--- src/tgcl_pkg.sv ---
// shared constants, codes and types of the cluster labeler
`default_nettype none
package tgcl_pkg;

   localparam int MAX_POINTS  = 64;
   localparam int COORD_BITS  = 12;

   localparam int IDX_BITS    = (MAX_POINTS > 2) ? $clog2(MAX_POINTS) : 1;
   localparam int CNT_BITS    = $clog2(MAX_POINTS + 1);
   localparam int OPD_BITS    = (COORD_BITS > 12) ? COORD_BITS : 12;
   localparam int SQ_BITS     = 2 * OPD_BITS;
   localparam int SUM_BITS    = SQ_BITS + 1;
   localparam int CMP_BITS    = (CNT_BITS > 7) ? CNT_BITS : 7;

   localparam int OP_BITS     = 2;
   localparam int FIELD_BITS  = 12;
   localparam int QIDX_BITS   = 6;
   localparam int ANS_BITS    = 7;
   localparam int JD_BITS     = 12;

   typedef enum logic [OP_BITS-1:0] {
      OP_LOAD  = 2'd0,
      OP_RUN   = 2'd1,
      OP_QUERY = 2'd2,
      OP_CLEAR = 2'd3
   } tgcl_op_type;

   typedef enum logic [3:0] {
      ST_IDLE,
      ST_QUERY,
      ST_LIM1,
      ST_LIM2,
      ST_SCAN,
      ST_DEQ,
      ST_CURRD,
      ST_CURLD,
      ST_VSCAN,
      ST_DX,
      ST_DY,
      ST_CMP,
      ST_DONE
   } tgcl_state_type;

   typedef struct packed {
      logic sq_en;
      logic acc_en;
      logic lim_en;
   } tgcl_unit_ctl_type;

endpackage
`default_nettype wire

--- src/tgcl_req_if.sv ---
// request channel interface
`default_nettype none
interface tgcl_req_if;
   logic                            valid;
   logic                            ready;
   logic [tgcl_pkg::OP_BITS-1:0]    op;
   logic [tgcl_pkg::FIELD_BITS-1:0] point_x;
   logic [tgcl_pkg::FIELD_BITS-1:0] point_y;
   logic [tgcl_pkg::QIDX_BITS-1:0]  query_index;

   modport source (output valid, op, point_x, point_y, query_index, input ready);
   modport sink   (input valid, op, point_x, point_y, query_index, output ready);
endinterface
`default_nettype wire

--- src/tgcl_rsp_if.sv ---
// response channel interface
`default_nettype none
interface tgcl_rsp_if;
   logic                          valid;
   logic                          ready;
   logic [tgcl_pkg::ANS_BITS-1:0] answer;
   logic                          error;

   modport source (output valid, answer, error, input ready);
   modport sink   (input valid, answer, error, output ready);
endinterface
`default_nettype wire

--- src/tgcl_csr_if.sv ---
// configuration write channel interface
`default_nettype none
interface tgcl_csr_if;
   logic                         valid;
   logic                         ready;
   logic [tgcl_pkg::JD_BITS-1:0] join_distance;

   modport source (output valid, join_distance, input ready);
   modport sink   (input valid, join_distance, output ready);
endinterface
`default_nettype wire

--- src/tgcl_dist_unit.sv ---
// shared squarer with accumulate and limit compare
`default_nettype none
module tgcl_dist_unit (
   input  logic                          clock,
   input  tgcl_pkg::tgcl_unit_ctl_type   ctl,
   input  logic [tgcl_pkg::OPD_BITS-1:0] opd_a,
   input  logic [tgcl_pkg::OPD_BITS-1:0] opd_b,
   output logic                          linked
);
   localparam int OW = tgcl_pkg::OPD_BITS;
   localparam int SW = tgcl_pkg::SQ_BITS;
   localparam int UW = tgcl_pkg::SUM_BITS;

   logic [OW-1:0] diff;
   logic [SW-1:0] sq_in;
   logic [SW-1:0] sq_ff;
   logic [SW-1:0] acc_ff;
   logic [SW-1:0] lim_ff;
   logic [UW-1:0] sum;

   assign diff  = (opd_a > opd_b) ? (opd_a - opd_b) : (opd_b - opd_a);
   assign sq_in = SW'(diff) * SW'(diff);
   assign sum   = UW'(acc_ff) + UW'(sq_ff);
   assign linked = (sum <= UW'(lim_ff));

   always_ff @(posedge clock) begin
      if (ctl.sq_en) begin
         sq_ff <= sq_in;
      end
      if (ctl.acc_en) begin
         acc_ff <= sq_ff;
      end
      if (ctl.lim_en) begin
         lim_ff <= sq_ff;
      end
   end
endmodule
`default_nettype wire

--- src/threshold_graph_cluster_labeler_core.sv ---
// Cluster labeler top level: points are stored in on-chip memories and a small
// sequencer walks them with one shared squarer. A load or a clear is answered
// from the output register in the cycle after it is taken; a query passes
// through the query state before its answer is registered. A run squares the
// join distance into the limit register, then scans points for clusters and
// runs a pair distance test for each still-unlabeled candidate of each
// dequeued point, squaring dx and then dy, one square per cycle. The block
// takes no new item while a run or a query is in progress.
`default_nettype none
module threshold_graph_cluster_labeler_core (
   input  logic        clock,
   input  logic        reset,
   tgcl_req_if.sink    req_chan,
   tgcl_rsp_if.source  rsp_chan,
   tgcl_csr_if.sink    csr_chan
);
   localparam int MAXP = tgcl_pkg::MAX_POINTS;
   localparam int IW   = tgcl_pkg::IDX_BITS;
   localparam int CW   = tgcl_pkg::CNT_BITS;
   localparam int KW   = tgcl_pkg::COORD_BITS;
   localparam int OW   = tgcl_pkg::OPD_BITS;
   localparam int AW   = tgcl_pkg::ANS_BITS;
   localparam int MW   = tgcl_pkg::CMP_BITS;
   localparam int JW   = tgcl_pkg::JD_BITS;
   localparam int QW   = tgcl_pkg::QIDX_BITS;

   tgcl_pkg::tgcl_state_type    state_ff, state_in;
   tgcl_pkg::tgcl_op_type       op_in;
   tgcl_pkg::tgcl_unit_ctl_type unit_ctl;

   logic            req_fire, rsp_fire;
   logic [JW-1:0]   jd_ff;
   logic [CW-1:0]   pcount_ff, pcount_in;
   logic [CW-1:0]   count_ff, count_in;
   logic [CW-1:0]   i_ff, i_in;
   logic [CW-1:0]   v_ff, v_in;
   logic [CW-1:0]   head_ff, head_in;
   logic [CW-1:0]   tail_ff, tail_in;
   logic [IW-1:0]   cur_ff, cur_in;
   logic [KW-1:0]   curx_ff, curx_in;
   logic [KW-1:0]   cury_ff, cury_in;
   logic [QW-1:0]   qi_ff, qi_in;
   logic [MAXP-1:0] valid_ff, valid_in;
   logic            rsp_valid_ff, rsp_valid_in;
   logic [AW-1:0]   answer_ff;
   logic            error_ff;

   logic [KW-1:0]   x_mem [MAXP];
   logic [KW-1:0]   y_mem [MAXP];
   logic [CW-1:0]   lab_mem [MAXP];
   logic [IW-1:0]   q_mem [MAXP];
   logic [KW-1:0]   x_rd_ff, y_rd_ff;
   logic [CW-1:0]   lab_rd_ff;
   logic [IW-1:0]   q_rd_ff;

   logic            xy_we, xy_re, lab_we, q_we, q_re;
   logic [IW-1:0]   xy_wa, xy_ra, lab_wa, lab_ra, q_wa, q_ra;
   logic [KW-1:0]   x_wd, y_wd;
   logic [CW-1:0]   lab_wd;
   logic [IW-1:0]   q_wd;
   logic [OW-1:0]   opd_a, opd_b;
   logic            linked;
   logic            rsp_set, rsp_err;
   logic [AW-1:0]   rsp_ans;

   logic            pc_full, scan_end, i_lab, q_empty, v_end, v_skip, q_err;
   logic [IW-1:0]   i_idx, v_idx, qi_idx;

   assign op_in    = tgcl_pkg::tgcl_op_type'(req_chan.op);
   assign req_chan.ready = (state_ff == tgcl_pkg::ST_IDLE) &&
                           (!rsp_valid_ff || rsp_chan.ready);
   assign req_fire = req_chan.valid && req_chan.ready;
   assign rsp_fire = rsp_chan.valid && rsp_chan.ready;
   assign csr_chan.ready = 1'b1;

   assign rsp_chan.valid  = rsp_valid_ff;
   assign rsp_chan.answer = answer_ff;
   assign rsp_chan.error  = error_ff;

   assign i_idx    = i_ff[IW-1:0];
   assign v_idx    = v_ff[IW-1:0];
   assign qi_idx   = IW'(qi_ff);
   assign pc_full  = (pcount_ff >= CW'(MAXP));
   assign scan_end = (i_ff >= pcount_ff);
   assign i_lab    = valid_ff[i_idx];
   assign q_empty  = (head_ff == tail_ff);
   assign v_end    = (v_ff >= pcount_ff);
   assign v_skip   = (v_idx == cur_ff) || valid_ff[v_idx];
   assign q_err    = (MW'(qi_ff) >= MW'(pcount_ff));
   assign lab_ra   = IW'(req_chan.query_index);

   tgcl_dist_unit u_dist (
      .clock  (clock),
      .ctl    (unit_ctl),
      .opd_a  (opd_a),
      .opd_b  (opd_b),
      .linked (linked)
   );

   // next state
   always_comb begin
      state_in = state_ff;
      case (state_ff)
         tgcl_pkg::ST_IDLE: begin
            if (req_fire) begin
               case (op_in)
                  tgcl_pkg::OP_RUN:   state_in = tgcl_pkg::ST_LIM1;
                  tgcl_pkg::OP_QUERY: state_in = tgcl_pkg::ST_QUERY;
                  default:            state_in = tgcl_pkg::ST_IDLE;
               endcase
            end
         end
         tgcl_pkg::ST_QUERY: state_in = tgcl_pkg::ST_IDLE;
         tgcl_pkg::ST_LIM1:  state_in = tgcl_pkg::ST_LIM2;
         tgcl_pkg::ST_LIM2:  state_in = tgcl_pkg::ST_SCAN;
         tgcl_pkg::ST_SCAN: begin
            if (scan_end) begin
               state_in = tgcl_pkg::ST_DONE;
            end else if (!i_lab) begin
               state_in = tgcl_pkg::ST_DEQ;
            end
         end
         tgcl_pkg::ST_DEQ: begin
            state_in = q_empty ? tgcl_pkg::ST_SCAN : tgcl_pkg::ST_CURRD;
         end
         tgcl_pkg::ST_CURRD: state_in = tgcl_pkg::ST_CURLD;
         tgcl_pkg::ST_CURLD: state_in = tgcl_pkg::ST_VSCAN;
         tgcl_pkg::ST_VSCAN: begin
            if (v_end) begin
               state_in = tgcl_pkg::ST_DEQ;
            end else if (!v_skip) begin
               state_in = tgcl_pkg::ST_DX;
            end
         end
         tgcl_pkg::ST_DX:   state_in = tgcl_pkg::ST_DY;
         tgcl_pkg::ST_DY:   state_in = tgcl_pkg::ST_CMP;
         tgcl_pkg::ST_CMP:  state_in = tgcl_pkg::ST_VSCAN;
         tgcl_pkg::ST_DONE: state_in = tgcl_pkg::ST_IDLE;
         default:           state_in = tgcl_pkg::ST_IDLE;
      endcase
   end

   // outputs and datapath control
   always_comb begin
      pcount_in = pcount_ff;
      count_in  = count_ff;
      i_in      = i_ff;
      v_in      = v_ff;
      head_in   = head_ff;
      tail_in   = tail_ff;
      cur_in    = cur_ff;
      curx_in   = curx_ff;
      cury_in   = cury_ff;
      qi_in     = qi_ff;
      valid_in  = valid_ff;
      xy_we     = 1'b0;
      xy_wa     = pcount_ff[IW-1:0];
      x_wd      = KW'(req_chan.point_x);
      y_wd      = KW'(req_chan.point_y);
      xy_re     = 1'b0;
      xy_ra     = v_idx;
      lab_we    = 1'b0;
      lab_wa    = v_idx;
      lab_wd    = count_ff;
      q_we      = 1'b0;
      q_wa      = tail_ff[IW-1:0];
      q_wd      = v_idx;
      q_re      = 1'b0;
      q_ra      = head_ff[IW-1:0];
      unit_ctl  = '0;
      opd_a     = OW'(curx_ff);
      opd_b     = OW'(x_rd_ff);
      rsp_set   = 1'b0;
      rsp_ans   = '0;
      rsp_err   = 1'b0;
      case (state_ff)
         tgcl_pkg::ST_IDLE: begin
            if (req_fire) begin
               case (op_in)
                  tgcl_pkg::OP_LOAD: begin
                     rsp_set = 1'b1;
                     rsp_err = pc_full;
                     if (!pc_full) begin
                        xy_we = 1'b1;
                        valid_in[pcount_ff[IW-1:0]] = 1'b0;
                        pcount_in = pcount_ff + CW'(1);
                     end
                  end
                  tgcl_pkg::OP_RUN: begin
                     valid_in = '0;
                     count_in = '0;
                     i_in     = '0;
                  end
                  tgcl_pkg::OP_QUERY: begin
                     qi_in = req_chan.query_index;
                  end
                  tgcl_pkg::OP_CLEAR: begin
                     pcount_in = '0;
                     count_in  = '0;
                     valid_in  = '0;
                     rsp_set   = 1'b1;
                  end
                  default: ;
               endcase
            end
         end
         tgcl_pkg::ST_QUERY: begin
            rsp_set = 1'b1;
            rsp_err = q_err;
            if (!q_err && valid_ff[qi_idx]) begin
               rsp_ans = AW'(lab_rd_ff);
            end
         end
         tgcl_pkg::ST_LIM1: begin
            unit_ctl.sq_en = 1'b1;
            opd_a = OW'(jd_ff);
            opd_b = '0;
         end
         tgcl_pkg::ST_LIM2: begin
            unit_ctl.lim_en = 1'b1;
         end
         tgcl_pkg::ST_SCAN: begin
            if (!scan_end) begin
               if (i_lab) begin
                  i_in = i_ff + CW'(1);
               end else begin
                  count_in = count_ff + CW'(1);
                  lab_we   = 1'b1;
                  lab_wa   = i_idx;
                  lab_wd   = count_ff + CW'(1);
                  valid_in[i_idx] = 1'b1;
                  q_we     = 1'b1;
                  q_wa     = '0;
                  q_wd     = i_idx;
                  head_in  = '0;
                  tail_in  = CW'(1);
               end
            end
         end
         tgcl_pkg::ST_DEQ: begin
            if (q_empty) begin
               i_in = i_ff + CW'(1);
            end else begin
               q_re    = 1'b1;
               head_in = head_ff + CW'(1);
            end
         end
         tgcl_pkg::ST_CURRD: begin
            cur_in = q_rd_ff;
            xy_re  = 1'b1;
            xy_ra  = q_rd_ff;
         end
         tgcl_pkg::ST_CURLD: begin
            curx_in = x_rd_ff;
            cury_in = y_rd_ff;
            v_in    = '0;
         end
         tgcl_pkg::ST_VSCAN: begin
            if (!v_end) begin
               if (v_skip) begin
                  v_in = v_ff + CW'(1);
               end else begin
                  xy_re = 1'b1;
                  xy_ra = v_idx;
               end
            end
         end
         tgcl_pkg::ST_DX: begin
            unit_ctl.sq_en = 1'b1;
         end
         tgcl_pkg::ST_DY: begin
            unit_ctl.sq_en  = 1'b1;
            unit_ctl.acc_en = 1'b1;
            opd_a = OW'(cury_ff);
            opd_b = OW'(y_rd_ff);
         end
         tgcl_pkg::ST_CMP: begin
            if (linked) begin
               lab_we = 1'b1;
               lab_wa = v_idx;
               lab_wd = count_ff;
               valid_in[v_idx] = 1'b1;
               if (tail_ff < CW'(MAXP)) begin
                  q_we    = 1'b1;
                  q_wa    = tail_ff[IW-1:0];
                  q_wd    = v_idx;
                  tail_in = tail_ff + CW'(1);
               end
            end
            v_in = v_ff + CW'(1);
         end
         tgcl_pkg::ST_DONE: begin
            rsp_set = 1'b1;
            rsp_ans = AW'(count_ff);
         end
         default: ;
      endcase
   end

   always_comb begin
      rsp_valid_in = rsp_valid_ff;
      if (rsp_set) begin
         rsp_valid_in = 1'b1;
      end else if (rsp_fire) begin
         rsp_valid_in = 1'b0;
      end
   end

   always_ff @(posedge clock) begin
      if (reset) begin
         state_ff     <= tgcl_pkg::ST_IDLE;
         jd_ff        <= '0;
         pcount_ff    <= '0;
         count_ff     <= '0;
         i_ff         <= '0;
         v_ff         <= '0;
         head_ff      <= '0;
         tail_ff      <= '0;
         valid_ff     <= '0;
         rsp_valid_ff <= 1'b0;
      end else begin
         state_ff     <= state_in;
         pcount_ff    <= pcount_in;
         count_ff     <= count_in;
         i_ff         <= i_in;
         v_ff         <= v_in;
         head_ff      <= head_in;
         tail_ff      <= tail_in;
         valid_ff     <= valid_in;
         rsp_valid_ff <= rsp_valid_in;
         if (csr_chan.valid) begin
            jd_ff <= csr_chan.join_distance;
         end
      end
   end

   always_ff @(posedge clock) begin
      cur_ff  <= cur_in;
      curx_ff <= curx_in;
      cury_ff <= cury_in;
      qi_ff   <= qi_in;
      if (rsp_set) begin
         answer_ff <= rsp_ans;
         error_ff  <= rsp_err;
      end
   end

   // point coordinate memories
   always_ff @(posedge clock) begin
      if (xy_we) begin
         x_mem[xy_wa] <= x_wd;
         y_mem[xy_wa] <= y_wd;
      end
      if (xy_re) begin
         x_rd_ff <= x_mem[xy_ra];
         y_rd_ff <= y_mem[xy_ra];
      end
   end

   // label memory
   always_ff @(posedge clock) begin
      if (lab_we) begin
         lab_mem[lab_wa] <= lab_wd;
      end
      lab_rd_ff <= lab_mem[lab_ra];
   end

   // search queue memory
   always_ff @(posedge clock) begin
      if (q_we) begin
         q_mem[q_wa] <= q_wd;
      end
      if (q_re) begin
         q_rd_ff <= q_mem[q_ra];
      end
   end
endmodule
`default_nettype wire

--- src/flat_wrapper.sv ---
// flat-port wrapper written by rule: the top's interface ports become plain ports
module threshold_graph_cluster_labeler_core_flat 
  (clock, reset, req_chan_valid, req_chan_op, req_chan_point_x, req_chan_point_y, req_chan_query_index, req_chan_ready, rsp_chan_valid, rsp_chan_answer, rsp_chan_error, rsp_chan_ready, csr_chan_valid, csr_chan_join_distance, csr_chan_ready);
  tgcl_req_if req_chan_i ();
  tgcl_rsp_if rsp_chan_i ();
  tgcl_csr_if csr_chan_i ();
  input  logic clock;
  input  logic reset;
  input wire logic [$bits(req_chan_i.valid)-1:0] req_chan_valid;
  input wire logic [$bits(req_chan_i.op)-1:0] req_chan_op;
  input wire logic [$bits(req_chan_i.point_x)-1:0] req_chan_point_x;
  input wire logic [$bits(req_chan_i.point_y)-1:0] req_chan_point_y;
  input wire logic [$bits(req_chan_i.query_index)-1:0] req_chan_query_index;
  output wire logic [$bits(req_chan_i.ready)-1:0] req_chan_ready;
  output wire logic [$bits(rsp_chan_i.valid)-1:0] rsp_chan_valid;
  output wire logic [$bits(rsp_chan_i.answer)-1:0] rsp_chan_answer;
  output wire logic [$bits(rsp_chan_i.error)-1:0] rsp_chan_error;
  input wire logic [$bits(rsp_chan_i.ready)-1:0] rsp_chan_ready;
  input wire logic [$bits(csr_chan_i.valid)-1:0] csr_chan_valid;
  input wire logic [$bits(csr_chan_i.join_distance)-1:0] csr_chan_join_distance;
  output wire logic [$bits(csr_chan_i.ready)-1:0] csr_chan_ready;
  assign req_chan_i.valid = req_chan_valid;
  assign req_chan_i.op = req_chan_op;
  assign req_chan_i.point_x = req_chan_point_x;
  assign req_chan_i.point_y = req_chan_point_y;
  assign req_chan_i.query_index = req_chan_query_index;
  assign req_chan_ready = req_chan_i.ready;
  assign rsp_chan_valid = rsp_chan_i.valid;
  assign rsp_chan_answer = rsp_chan_i.answer;
  assign rsp_chan_error = rsp_chan_i.error;
  assign rsp_chan_i.ready = rsp_chan_ready;
  assign csr_chan_i.valid = csr_chan_valid;
  assign csr_chan_i.join_distance = csr_chan_join_distance;
  assign csr_chan_ready = csr_chan_i.ready;
  threshold_graph_cluster_labeler_core u_core (.clock(clock), .reset(reset), .req_chan(req_chan_i), .rsp_chan(rsp_chan_i), .csr_chan(csr_chan_i));
endmodule
--- config.mk ---
export PLATFORM = sky130hd
export DESIGN_NAME = threshold_graph_cluster_labeler_core_flat
export DESIGN_NICKNAME = d
export VERILOG_FILES = /design/src/tgcl_pkg.sv /design/src/tgcl_req_if.sv /design/src/tgcl_rsp_if.sv /design/src/tgcl_csr_if.sv /design/src/tgcl_dist_unit.sv /design/src/threshold_graph_cluster_labeler_core.sv /design/src/flat_wrapper.sv
export SDC_FILE = /design/constraint.sdc
export NUM_CORES = 2
export LEC_CHECK = 0
export BUFFER_PORTS_ARGS = -buffer_cell sky130_fd_sc_hd__buf_2
export CORE_MARGIN = 4
export CORE_UTILIZATION = 63
export DETAILED_ROUTE_END_ITERATION = 12
export GPL_ROUTABILITY_DRIVEN = 0
export PLACE_DENSITY_LB_ADDON = 0.25
export SYNTH_ARGS = -nofsm -noshare
export SYNTH_HDL_FRONTEND = slang
export SYNTH_SLANG_ARGS = --single-unit
--- constraint.sdc ---
create_clock -name clock -period 11.05 [get_ports clock]
set_input_delay 1.6575 -clock clock [delete_from_list [all_inputs] [get_ports clock]]
set_output_delay 1.6575 -clock clock [all_outputs]
set_load 0.02 [all_outputs]
==> impl_metrics.json <==
{
  "ys_top_cells_by_area": "edfxtp_1 (67%), mux4_2 (14%), dfxtp_1 (2.3%)",
  "area_delta_synth_final_pct": 10.8,
  "synth_edf_count": 2511,
  "power_density_nw_per_um2": 295,
  "min_delay_worst_endpoint": "u_core.cury_ff[5]$_DFFE_PN_",
  "drtPass1Iterations": 8,
  "hold_buffers": 0,
  "rsz0062_at_grt": "no",
  "wl_per_cell_um": 31.6,
  "drtIter0Drc": 8668,
  "cp-start-kind": "flop",
  "reg2reg_slack_ns": 0.67,
  "gr-total-overflow": 0,
  "port_buffers": 58,
  "power.leakage_nw": 41.0,
  "clock_path_buffers": 4,
  "status": "finished, final reports clean",
  "synth_nets": 6520,
  "die_w_um": 431,
  "drc_errors": 0,
  "cts_sinks": 2641,
  "cp-end-kind": "flop",
  "setup-violations-final": 0,
  "post_cts_buffers": 0,
  "wl_met1_um": 102000,
  "synth_area_um2": 113000,
  "max_freq_ghz": 0.0963,
  "synth_largest_area_cell": "edfxtp_1",
  "syn_area_per_cell_um2": 18.1,
  "synth_flop_cell": "edfxtp_1",
  "met3_length_um": 30400,
  "highest_layer": "met5",
  "hold_violations": 0,
  "crit_path_frequent_cell": "fa_1",
  "core_area_um2": 177000,
  "cp.required_ns": 11.65,
  "wirelength_um": 282000,
  "seq_area_frac_synth_pct": 69.3,
  "ys_types": 106,
  "cts-root-buf": "clkbuf_16",
  "critical-path-max-stage-delay_ns": 0.64,
  "insertion_delay_ns": 0.94,
  "reg2regPathDepth": 35,
  "ios": 60,
  "cts_tree": "done",
  "final.period_utilization_pct": 94.0,
  "nets": 6690,
  "worst_pin_slew_ns": 1.42,
  "grt_pass1_vias": 62800,
  "dp_hpwl_um": 158000,
  "post_dp_cell_area_um2": 116000,
  "wl_met2_um": 138000,
  "path_clk_slew_ns": 0.06,
  "vias": 61900,
  "hold_depth": 0,
  "place_ws_ns": 0.816,
  "antenna_found_initial": 6,
  "ctsResizeCount": 0,
  "reg2reg_to": "u_core.u_dist.sq_ff[23]$_DFFE_PP_",
  "setup_tns_ns": 0,
  "syn_inst": 6233,
  "cts_htree_levels": 5,
  "vias_per_cell": 6.93,
  "rows": 154,
  "synth_top_cell_area_share_pct": 67.0,
  "drv_cap": 0,
  "cp_data_arrival_time_ns": 10.99,
  "grt_first_pass_wirelength_um": 420000,
  "grt_usage_pct": 30.7,
  "criticalPathCategory": "reg2reg",
  "finalCriticalPeriod_ns": 10.38,
  "async_reset_ff_share_pct": 0,
  "final_max_slew_viol_count": 0,
  "fin_skew_ns": 0.0835,
  "grt_max_degree": 108,
  "crit-reg2reg-launch": "u_core.state_ff[1]$_SDFFE_PP0P_",
  "yosys.cell_count.top_type": "edfxtp_1",
  "ir_drop_mv": 1.29,
  "ys_ff_latch": 2641,
  "die-area_um2": 186000,
  "holdCritPathClass": "reg2reg",
  "cts_buffers": 277,
  "worstPathMaxFanout": 17,
  "start_util_pct": 63.6,
  "drive_gt1_share_pct": 23.4,
  "fin_ws_ns": 0.665,
  "design_area_um2": 125000,
  "worstHoldStart": "u_core.y_rd_ff[5]$_DFFE_PP_",
  "ys_warn_count": 0,
  "slew_headroom_pct": 4.57,
  "netlist_top_cells_count": "edfxtp_1 (2511), mux4_2 (697), nor2_1 (377)",
  "postRouteAntennaNets": 0,
  "die_h_um": 431,
  "critical_path.slowest_cell": "o21ai_1"
}
-- routing by layer --
| metal | global-route usage (%) | vias to the layer above |
|---|---|---|
| li1 | - | 25400 |
| met1 | 41.8 | 31700 |
| met2 | 49.0 | 4044 |
| met3 | 7.23 | 756 |
| met4 | 12.1 | 2 |
| met5 | 0 | - |
-- kinds of logic after synthesis --
family | after synthesis | synth area share (%)
flops | 2641 | 69.3
simple gates | 1165 | 4.90
xor+xnor | 75 | 0.597
other cells | 1 | 0.00333
compound gates | 771 | 5.23
mux | 791 | 14.8
fa+ha+maj | 238 | 3.18
buf+inv | 551 | 1.99
-- report_power, final --
part | switching (mW) | internal (mW)
logic | 8.81 | 6.99
registers | 0.0671 | 12.0
clock network | 3.75 | 5.23
-- stage by stage --
| step | hold WS (ns) | power, mW | utilization, % | std cells |
|---|---|---|---|---|
| after floorplan | 0.426 | 25.0 | - | 6233 |
| after global placement | 0.441 | 27.6 | 65.7 | 8464 |
| after detailed placement | 0.448 | 27.9 | 65.7 | 8464 |
| after CTS | 0.459 | 36.9 | 70.5 | 8931 |
| after global routing | 0.474 | 39.4 | 70.5 | 8931 |
| final | 0.457 | 36.8 | 70.5 | 8932 |
-- worst max-delay path by stage --
stage | slack, ns | from | end
detailed placement | 0.82 | u_core.state_ff[1]$_SDFFE_PP0P_ | u_core.u_dist.sq_ff[23]$_DFFE_PP_
global placement | 1.00 | u_core.state_ff[1]$_SDFFE_PP0P_ | u_core.u_dist.sq_ff[23]$_DFFE_PP_
finish | 0.67 | u_core.state_ff[1]$_SDFFE_PP0P_ | u_core.u_dist.sq_ff[23]$_DFFE_PP_
floorplan | 1.82 | u_core.state_ff[0]$_SDFFE_PP0P_ | u_core.u_dist.sq_ff[23]$_DFFE_PP_
global route | 0.03 | u_core.state_ff[1]$_SDFFE_PP0P_ | u_core.u_dist.sq_ff[23]$_DFFE_PP_
CTS | 0.77 | u_core.state_ff[1]$_SDFFE_PP0P_ | u_core.u_dist.sq_ff[23]$_DFFE_PP_
-- critical path, delay by kind of cell (launching register included) --
family / cells / cell delay [ns]
adder cells (fa/ha/maj): 8 / 3.40
AO/OA/AOI/OAI: 13 / 3.57
flip-flops: 1 / 0.30
buffers and inverters: 6 / 0.68
XOR/XNOR: 1 / 0.18
multiplexers: 1 / 0.43
AND/OR/NAND/NOR: 6 / 1.50
-- layout make-up --
type | instances | area, µm²
Sequential cell | 2641 | 78000
Clock buffer | 346 | 7420
Inverter | 195 | 732
Fill cell | 10400 | 52100
Antenna cell | 1 | 2.50
Tap cell | 2340 | 2930
Clock inverter | 121 | 1150
Multi-Input combinational cell | 3041 | 32700
Timing Repair Buffer | 247 | 1790
-- registers in the layout, summed over array words and instances (netlist names), 23 cells and up --
| register | count |
|---|---|
| u_core.x_mem | 768 |
| u_core.y_mem | 768 |
| u_core.lab_mem | 448 |
| u_core.q_mem | 384 |
| u_core.valid_ff | 64 |
| u_core.u_dist.acc_ff | 23 |
| u_core.u_dist.lim_ff | 23 |
| u_core.u_dist.sq_ff | 23 |
-- layout by cell type, fill, tap and decap left out, types with 59 or more instances in the layout --
master,count
o32ai_2,59
inv_1,189
edfxtp_1,2511
nand2_1,359
clkbuf_16,284
a21oi_1,198
nor2_1,309
ha_1,158
a211oi_1,128
dfxtp_1,124
nand2b_1,101
fa_1,80
mux4_2,697
buf_4,185
nor2_2,66
mux2i_1,66
a221oi_1,67
and2_1,104
Note: power is estimated with default switching activity, not from simulation.
